File: config.mk
export PLATFORM = sky130hd
export DESIGN_NAME = bitmap_slot_allocator
export DESIGN_NICKNAME = d
export VERILOG_FILES = /design/src/rtl/bsa_pkg.sv /design/src/rtl/bsa_ram.sv /design/src/rtl/bitmap_slot_allocator.sv
export SDC_FILE = /design/constraint.sdc
export NUM_CORES = 2
export LEC_CHECK = 0
export BUFFER_PORTS_ARGS = -buffer_cell sky130_fd_sc_hd__buf_2
export CAP_MARGIN = 20
export CORE_UTILIZATION = 63
export CTS_CLUSTER_SIZE = 30
export DETAILED_ROUTE_END_ITERATION = 6
export PLACE_DENSITY = 0.77
export SYNTH_ARGS = -nofsm -noshare
export SYNTH_HDL_FRONTEND = slang
export SYNTH_SLANG_ARGS = --single-unit
File: constraint.sdc
create_clock -name i_clk -period 7.1 [get_ports i_clk]
set_input_delay 0.355 -clock i_clk [delete_from_list [all_inputs] [get_ports i_clk]]
set_output_delay 0.355 -clock i_clk [all_outputs]
set_load 0.03 [all_outputs]
File: src/rtl/bsa_pkg.sv
// Shared types and constants for the bitmap slot allocator.
package bsa_pkg;

    localparam int CLUSTERS_DEF          = 8;
    localparam int SLOTS_PER_CLUSTER_DEF = 256;
    localparam int WORD_BITS_DEF         = 64;

    localparam int SLOT_W        = 11;
    localparam int KIND_W        = 2;
    localparam int RESERVED_BITS = 16;

    localparam logic [KIND_W-1:0] KIND_ALLOC = 2'd0;
    localparam logic [KIND_W-1:0] KIND_FREE  = 2'd1;
    localparam logic [KIND_W-1:0] KIND_SWEEP = 2'd2;

    localparam logic STATUS_DONE = 1'b0;
    localparam logic STATUS_FULL = 1'b1;

    typedef struct packed {
        logic [KIND_W-1:0] kind;
        logic [SLOT_W-1:0] slot;
    } t_cmd;

    typedef struct packed {
        logic [SLOT_W-1:0] granted_slot;
        logic              status;
    } t_rsp;

endpackage

File: src/rtl/bsa_ram.sv
// Generic single-write, single-read RAM with registered read data.
module bsa_ram import bsa_pkg::*; #(
    parameter int WIDTH = WORD_BITS_DEF,
    parameter int DEPTH = CLUSTERS_DEF * SLOTS_PER_CLUSTER_DEF / WORD_BITS_DEF
) (
    input  logic                     i_clk,
    input  logic                     i_we,
    input  logic [$clog2(DEPTH)-1:0] i_waddr,
    input  logic [WIDTH-1:0]         i_wdata,
    input  logic [$clog2(DEPTH)-1:0] i_raddr,
    output logic [WIDTH-1:0]         o_rdata
);

    logic [WIDTH-1:0] r_mem [DEPTH];
    logic [WIDTH-1:0] r_rdata;

    always_ff @(posedge i_clk) begin
        if (i_we) begin
            r_mem[i_waddr] <= i_wdata;
        end
        r_rdata <= r_mem[i_raddr];
    end

    assign o_rdata = r_rdata;

endmodule

File: src/rtl/bitmap_slot_allocator.sv
// Bitmap slot allocator: top level with scan sequencer over the usage bitmap RAM.
//
// Input channel (i_in_valid / o_in_stall / i_in_data) takes one command beat:
// allocate, free or sweep. Output channel (o_out_valid / i_out_stall / o_out_data)
// returns exactly one beat per command: the granted slot and a status bit.
// The bitmap lives in one RAM of CLUSTERS*WORDS words, read one word per cycle.
// Allocate streams words from the hint cluster up; a newly activated cluster is
// initialized before its result. Sweep always reads every word. Free is a
// read-modify-write of one word, with no write for a reserved slot or a slot
// outside the live clusters. The single RAM read port allows one command in
// flight at a time; o_in_stall is high until it has finished.
// A new command may be accepted while the previous result still waits in the
// output register; its result is then held until the receiver takes the old one.
// After reset the block writes cluster 0's bitmap word by word (input stalled
// meanwhile); cluster 0 is live and the hint is cluster 0.
// While i_out_stall is high the output beat holds steady.
module bitmap_slot_allocator import bsa_pkg::*; #(
    parameter int CLUSTERS          = CLUSTERS_DEF,
    parameter int SLOTS_PER_CLUSTER = SLOTS_PER_CLUSTER_DEF,
    parameter int WORD_BITS         = WORD_BITS_DEF
) (
    input  logic i_clk,
    input  logic i_rst_n,
    input  logic i_in_valid,
    output logic o_in_stall,
    input  t_cmd i_in_data,
    output logic o_out_valid,
    input  logic i_out_stall,
    output t_rsp o_out_data
);

    localparam int WORDS = SLOTS_PER_CLUSTER / WORD_BITS;
    localparam int TOTAL = CLUSTERS * WORDS;
    localparam int AW    = $clog2(TOTAL);
    localparam int CW    = $clog2(CLUSTERS);
    localparam int BW    = $clog2(WORD_BITS);
    localparam int WSH   = $clog2(WORDS);
    localparam int SBW   = $clog2(SLOTS_PER_CLUSTER);

    localparam logic [AW-1:0]        LAST_ADDR = AW'(TOTAL - 1);
    localparam logic [AW-1:0]        WORD_MASK = AW'(WORDS - 1);
    localparam logic [WORD_BITS-1:0] RES_MASK  = WORD_BITS'(64'd1 << RESERVED_BITS) - 1'b1;
    localparam logic [WORD_BITS-1:0] GRANT_BIT = WORD_BITS'(64'd1 << RESERVED_BITS);

    typedef enum logic [6:0] {
        S_IDLE    = 7'b0000001,
        S_SCAN    = 7'b0000010,
        S_FREE_RD = 7'b0000100,
        S_FREE_WR = 7'b0001000,
        S_SWEEP   = 7'b0010000,
        S_FILL    = 7'b0100000,
        S_DONE    = 7'b1000000
    } t_state;

    function automatic logic [BW-1:0] enc_bit(input logic [WORD_BITS-1:0] oh);
        logic [BW-1:0] idx;
        idx = '0;
        for (int i = 0; i < WORD_BITS; i++) begin
            if (oh[i]) begin
                idx = idx | BW'(i);
            end
        end
        return idx;
    endfunction

    function automatic logic [CW-1:0] enc_cl(input logic [CLUSTERS-1:0] oh);
        logic [CW-1:0] idx;
        idx = '0;
        for (int i = 0; i < CLUSTERS; i++) begin
            if (oh[i]) begin
                idx = idx | CW'(i);
            end
        end
        return idx;
    endfunction

    t_state              r_state, n_state;
    logic [AW-1:0]       r_addr, n_addr;
    logic [AW-1:0]       r_tag, n_tag;
    logic                r_pend, n_pend;
    logic                r_issue_done, n_issue_done;
    logic [CLUSTERS-1:0] r_live, n_live;
    logic [CW-1:0]       r_hint, n_hint;
    logic                r_grant, n_grant;
    logic                r_kept, n_kept;
    logic                r_sethint, n_sethint;
    logic                r_acc_empty, n_acc_empty;
    logic                r_acc_full, n_acc_full;
    logic [SLOT_W-1:0]   r_slot, n_slot;
    t_rsp                r_res, n_res;
    logic                r_out_valid, n_out_valid;
    t_rsp                r_out, n_out;

    logic                 ram_we;
    logic [AW-1:0]        ram_waddr;
    logic [WORD_BITS-1:0] ram_wdata;
    logic [AW-1:0]        ram_raddr;
    logic [WORD_BITS-1:0] q;

    logic [CW-1:0]        tc;
    logic [AW-1:0]        tw;
    logic                 first_word;
    logic                 last_word;
    logic                 word_full;
    logic                 word_empty;
    logic                 cl_empty;
    logic                 cl_full;
    logic [WORD_BITS-1:0] zero_oh;
    logic [BW-1:0]        zero_idx;
    logic [CLUSTERS-1:0]  dead_oh;
    logic [CW-1:0]        first_dead;
    logic [AW-1:0]        dead_base;
    logic [CLUSTERS-1:0]  above;
    logic [CLUSTERS-1:0]  above_live;
    logic [CLUSTERS-1:0]  next_oh;
    logic [CW-1:0]        next_cl;
    logic [SLOT_W-1:0]    f_cl_wide;
    logic [SLOT_W-1:0]    f_idx;
    logic [CW-1:0]        f_cl;
    logic [AW-1:0]        f_addr;
    logic [BW-1:0]        f_bit;
    logic                 f_ok;
    logic [AW-1:0]        fill_word;

    bsa_ram #(
        .WIDTH (WORD_BITS),
        .DEPTH (TOTAL)
    ) u_ram (
        .i_clk   (i_clk),
        .i_we    (ram_we),
        .i_waddr (ram_waddr),
        .i_wdata (ram_wdata),
        .i_raddr (ram_raddr),
        .o_rdata (q)
    );

    assign tc         = CW'(r_tag >> WSH);
    assign tw         = r_tag & WORD_MASK;
    assign first_word = (tw == '0);
    assign last_word  = (tw == WORD_MASK);
    assign word_full  = (q == '1);
    assign word_empty = first_word ? ((q & ~RES_MASK) == '0) : (q == '0);
    assign cl_empty   = (first_word ? 1'b1 : r_acc_empty) & word_empty;
    assign cl_full    = (first_word ? 1'b1 : r_acc_full) & word_full;

    assign zero_oh  = ~q & (q + WORD_BITS'(1));
    assign zero_idx = enc_bit(zero_oh);

    assign dead_oh    = ~r_live & (r_live + CLUSTERS'(1));
    assign first_dead = enc_cl(dead_oh);
    assign dead_base  = AW'(first_dead) << WSH;

    always_comb begin
        for (int n = 0; n < CLUSTERS; n++) begin
            above[n] = (n > int'(tc));
        end
    end
    assign above_live = r_live & above;
    assign next_oh    = above_live & (~above_live + CLUSTERS'(1));
    assign next_cl    = enc_cl(next_oh);

    assign f_cl_wide = r_slot >> SBW;
    assign f_idx     = r_slot & SLOT_W'(SLOTS_PER_CLUSTER - 1);
    assign f_cl      = CW'(f_cl_wide);
    assign f_addr    = AW'(r_slot >> BW);
    assign f_bit     = r_slot[BW-1:0];
    assign f_ok      = (f_cl_wide < SLOT_W'(CLUSTERS)) && r_live[f_cl]
                       && (f_idx >= SLOT_W'(RESERVED_BITS));

    assign fill_word = r_addr & WORD_MASK;
    assign ram_raddr = (r_state == S_FREE_RD) ? f_addr : r_addr;

    assign o_in_stall  = (r_state != S_IDLE);
    assign o_out_valid = r_out_valid;
    assign o_out_data  = r_out;

    always_comb begin
        n_state      = r_state;
        n_addr       = r_addr;
        n_tag        = r_tag;
        n_pend       = r_pend;
        n_issue_done = r_issue_done;
        n_live       = r_live;
        n_hint       = r_hint;
        n_grant      = r_grant;
        n_kept       = r_kept;
        n_sethint    = r_sethint;
        n_acc_empty  = r_acc_empty;
        n_acc_full   = r_acc_full;
        n_slot       = r_slot;
        n_res        = r_res;
        n_out        = r_out;
        n_out_valid  = r_out_valid;
        ram_we       = 1'b0;
        ram_waddr    = r_addr;
        ram_wdata    = '0;

        if (r_out_valid && !i_out_stall) begin
            n_out_valid = 1'b0;
        end

        unique case (r_state)
            S_IDLE: begin
                if (i_in_valid) begin
                    n_slot       = i_in_data.slot;
                    n_res        = '0;
                    n_pend       = 1'b0;
                    n_issue_done = 1'b0;
                    n_kept       = 1'b0;
                    n_sethint    = 1'b0;
                    n_addr       = AW'(r_hint) << WSH;
                    unique case (i_in_data.kind)
                        KIND_ALLOC: n_state = S_SCAN;
                        KIND_FREE:  n_state = S_FREE_RD;
                        KIND_SWEEP: begin
                            n_addr  = '0;
                            n_state = S_SWEEP;
                        end
                        default:    n_state = S_DONE;
                    endcase
                end
            end
            S_SCAN: begin
                n_pend = !r_issue_done;
                n_tag  = r_addr;
                if (!r_issue_done) begin
                    if (r_addr == LAST_ADDR) begin
                        n_issue_done = 1'b1;
                    end else begin
                        n_addr = r_addr + 1'b1;
                    end
                end
                if (r_pend) begin
                    if (r_live[tc] && !word_full) begin
                        ram_we             = 1'b1;
                        ram_waddr          = r_tag;
                        ram_wdata          = q | zero_oh;
                        n_res.granted_slot = SLOT_W'({r_tag, zero_idx});
                        n_hint             = tc;
                        n_state            = S_DONE;
                    end else if (r_tag == LAST_ADDR) begin
                        if (r_live != '1) begin
                            n_live             = r_live | dead_oh;
                            n_hint             = first_dead;
                            n_res.granted_slot =
                                SLOT_W'({dead_base, BW'(RESERVED_BITS)});
                            n_addr             = dead_base;
                            n_grant            = 1'b1;
                            n_state            = S_FILL;
                        end else begin
                            n_res.status = STATUS_FULL;
                            n_state      = S_DONE;
                        end
                    end
                end
            end
            S_FREE_RD: begin
                n_state = f_ok ? S_FREE_WR : S_DONE;
            end
            S_FREE_WR: begin
                ram_we    = 1'b1;
                ram_waddr = f_addr;
                ram_wdata = q & ~(WORD_BITS'(1) << f_bit);
                if (f_cl < r_hint) begin
                    n_hint = f_cl;
                end
                n_state = S_DONE;
            end
            S_SWEEP: begin
                n_pend = !r_issue_done;
                n_tag  = r_addr;
                if (!r_issue_done) begin
                    if (r_addr == LAST_ADDR) begin
                        n_issue_done = 1'b1;
                    end else begin
                        n_addr = r_addr + 1'b1;
                    end
                end
                if (r_pend) begin
                    n_acc_empty = cl_empty;
                    n_acc_full  = cl_full;
                    if (last_word && r_live[tc]) begin
                        if (cl_empty) begin
                            if (!r_kept) begin
                                n_kept    = 1'b1;
                                n_sethint = 1'b1;
                                n_hint    = tc;
                            end else begin
                                n_live[tc] = 1'b0;
                                if (r_hint == tc) begin
                                    n_hint = next_cl;
                                end
                            end
                        end else if (cl_full && !r_sethint) begin
                            n_sethint = 1'b1;
                            n_hint    = tc;
                        end
                    end
                    if (r_tag == LAST_ADDR) begin
                        n_state = S_DONE;
                    end
                end
            end
            S_FILL: begin
                // word 0 carries the reserved bits, plus the granted slot on activation
                ram_we    = 1'b1;
                ram_waddr = r_addr;
                ram_wdata = (fill_word == '0) ? (RES_MASK | (r_grant ? GRANT_BIT : '0)) : '0;
                if (fill_word == WORD_MASK) begin
                    n_state = r_grant ? S_DONE : S_IDLE;
                end else begin
                    n_addr = r_addr + 1'b1;
                end
            end
            S_DONE: begin
                if (!r_out_valid || !i_out_stall) begin
                    n_out       = r_res;
                    n_out_valid = 1'b1;
                    n_state     = S_IDLE;
                end
            end
            default: n_state = S_IDLE;
        endcase
    end

    always_ff @(posedge i_clk) begin
        if (!i_rst_n) begin
            r_state      <= S_FILL;
            r_addr       <= '0;
            r_pend       <= 1'b0;
            r_issue_done <= 1'b0;
            r_live       <= CLUSTERS'(1);
            r_hint       <= '0;
            r_grant      <= 1'b0;
            r_kept       <= 1'b0;
            r_sethint    <= 1'b0;
            r_out_valid  <= 1'b0;
        end else begin
            r_state      <= n_state;
            r_addr       <= n_addr;
            r_pend       <= n_pend;
            r_issue_done <= n_issue_done;
            r_live       <= n_live;
            r_hint       <= n_hint;
            r_grant      <= n_grant;
            r_kept       <= n_kept;
            r_sethint    <= n_sethint;
            r_out_valid  <= n_out_valid;
        end
    end

    always_ff @(posedge i_clk) begin
        r_tag       <= n_tag;
        r_acc_empty <= n_acc_empty;
        r_acc_full  <= n_acc_full;
        r_slot      <= n_slot;
        r_res       <= n_res;
        r_out       <= n_out;
    end

endmodule

==> flow_summary.toml <==
[critical_path]
path_class = "reg -> reg"
r2r-end = "u_ram.r_mem[15][56]"
r2r_cells = 9
cp_max_fo = 22
arrival_ns = 6.03
regToRegSetupSlack_ns = 1.54
crit_start = "u_ram.o_rdata[55]"
required_ns = 7.57
r2r_start = "u_ram.o_rdata[55]"
start_kind = "flip-flop"
cp-end-kind = "flip-flop"

[grt]
grt.met2_usage_pct = 53.8
grt_max_degree = 133
busiest_layer = "met2"
grt_util_met3_pct = 9.07
overflow = 0
antenna_found_initial = 13
grtUsageMet1_pct = 51.4
grt_pass1_vias = 54037
grt_pass1_wl_mm = 364
grt_usage_pct = 36.1

[sta]
setup_viol_count_final = 0
fin_crit_sh_pct = 78.3
max_freq_mhz = 180
clock_skew_ns = 0.0719
worstMarginPinSlew_ns = 1.16
hold_viol = 0
period_minus_slack_ns = 5.56
holdWs_ns = 0.234
slew_viol_final = 0
maxSlewHeadroom_pct = 22.3
fin_tns_setup_ns = 0
rsz0062_at_grt = "false"
setup_ws_ns = 1.54

[clock_tree]
clock-root-buffer = "clkbuf_16"
cts.path.max_buffers = 3
h-tree-depth = 4
post_cts_buffers = 0
clk_pin_slew_worst_paths_ns = 0.06
clk_latency_ns = 0.88
clock_sinks = 2183
cts_tree = "yes"
ctsResizeCount = 0
cts_buffers = 202

[floorplanning]
initial_core_util_pct = 63.7
dieArea_sq_um = 139000
die_w_microns = 373
fp-row-count = 135
core-area_sq_um = 136000
die_h_microns = 373
pin_count = 31

[synthesis]
syn_area_sq_um = 86700
syn_avg_cell_area_sq_um = 14.2
syn_nets = 6125
synth_cell_types = 94
synthCells = 6102
seq_area_frac_synth_pct = 74.6
ys_ff_latch = 2183
synth-edff-count = 2090
yosysWarnings = 0
ys.flop_type = "edfxtp_1"
async_flop_share_pct = 0

[placed_design]
dp_hpwl_mm = 142
post-place-ws_ns = 1.79
place_congestion = 1.01
numPortBuffers = 30

[run_status]
status = "finished, violations left"
violations = "DRC"

[route]
via_per_inst = 6.98
routedWlPerCell_microns = 31.1
drc = 3
dr.pass1.iters = 7
drt-total-wl_mm = 252
drtIter0Drc = 9046
num_vias = 56576
final_antenna_net_count = 0

[layout]
layout-drive-gt1-share_pct = 12.0
post-route-util_pct = 71.3
nNetsFinal = 6180
seq_area_sq_um = 64600
num-fill-cells = 8313
multi_input_area_sq_um = 21000
area_growth_pct = 11.9
layout_commonest_cell = "edfxtp_1"
final_cell_mix = "2090 x edfxtp_1, 1521 x nand2_1, 543 x nand3_1"

[power]
powerDensity_nw_per_um2 = 381
max-vdd-ir-drop_uv = 304
p_leak_nw = 30.9
p_total_mw = 37.0

[min_path]
min_from = "i_in_data[0]"
min_path_cells = 2
worstHoldEndpoint = "r_slot[0]"
hold_path_class = "in -> reg"

[job]
maxCapViolCount = 0
==> through the flow <==
stage,cells,area [sq um]
after floorplan,6102,86700
after global placement,7699,89800
final,8111,97000
after global routing,8110,97000
after CTS,8097,96700
after detailed placement,7704,89900
==> area by class of cell <==
type | instances | area share (%)
antenna | 1 | 0.00258
clock buffer | 254 | 5.49
clock inverter | 122 | 1.34
inverter | 37 | 0.143
multi-input combinational | 3502 | 21.7
sequential | 2183 | 66.6
tap | 1781 | 2.30
timing repair buffer | 231 | 2.42
==> synthesized netlist by cell type (74+ instances only) <==
cell	count	share of area [%]
mux2i_1	74	0.85
edfxtp_1	2090	72
a21oi_1	105	0.61
and3_1	84	0.61
o21ai_0	112	0.65
dfxtp_1	93	2.1
nand2_1	1522	6.6
nand3_1	544	3.1
nor2_1	126	0.55
a31oi_1	100	0.72
mux4_2	128	3.3
o2111ai_1	194	2.0
nand4_1	158	1.1
clkbuf_1	276	1.2
==> cell families (layout without fill, tap and decap cells) <==
family / after synthesis / after routing / synth area share (%)
adders and majority gates: 6 / 6 / 0.0866
DFF: 2183 / 2183 / 74.6
other: 0 / 1 / 0
AOI/OAI and AO/OA: 685 / 685 / 5.68
xor gates and xnor gates: 5 / 5 / 0.0505
and+or+nand+nor: 2598 / 2598 / 13.4
buffers and inverters: 417 / 644 / 1.94
muxes: 208 / 208 / 4.26
==> critical path, stage by stage, from the launching register on <==
cell and delay (ns):
dfxtp_1 0.70, and4_1 0.35, nand3_1 0.20, or3_4 0.45, o21ai_4 0.50, nor2_2 0.13
a222oi_1 0.97, nand3_2 0.48, nor2_4 0.85, buf_4 0.54
==> timing repair <==
action | in CTS | in global routing
hold endpoints to repair | 29 | 0
endpoints found under the setup margin | 0 | 0
hold buffers | 17 | 0
==> per-layer routing <==
layer / vias to the layer above / wire length, microns
met2: 4416 / 114000
met3: 661 / 34700
met1: 28049 / 93100
met4: 14 / 10300
li1: 23436 / -
met5: - / 99
==> registers in the layout, summed over array words and instances, names as in the netlist, 3 cells and up <==
register / count
u_ram.r_mem: 2048
u_ram.o_rdata: 64
o_out_data: 12
r_res: 12
r_slot: 11
r_live: 8
r_state: 7
r_addr: 5
r_tag: 5
r_hint: 3
==> power breakdown <==
part	switching, mW	leakage, nW	internal (mW)
Clock	4.82	3.21	5.95
Combinational	6.86	10.2	2.54
Sequential	0.680	17.5	16.1
==> worst max path at each step <==
stage                                      to  slack (ns)  cells past startpoint
final                     u_ram.r_mem[15][56]        1.54                      9
after global routing      u_ram.r_mem[15][56]        1.49                      9
after CTS                 u_ram.r_mem[15][56]        1.78                      9
after detailed placement  u_ram.r_mem[15][56]        1.79                      9
after global placement    u_ram.r_mem[12][40]        1.84                     10
after floorplan            u_ram.r_mem[30][0]        1.51                      9
Note: power is estimated with default switching activity, not from simulation.
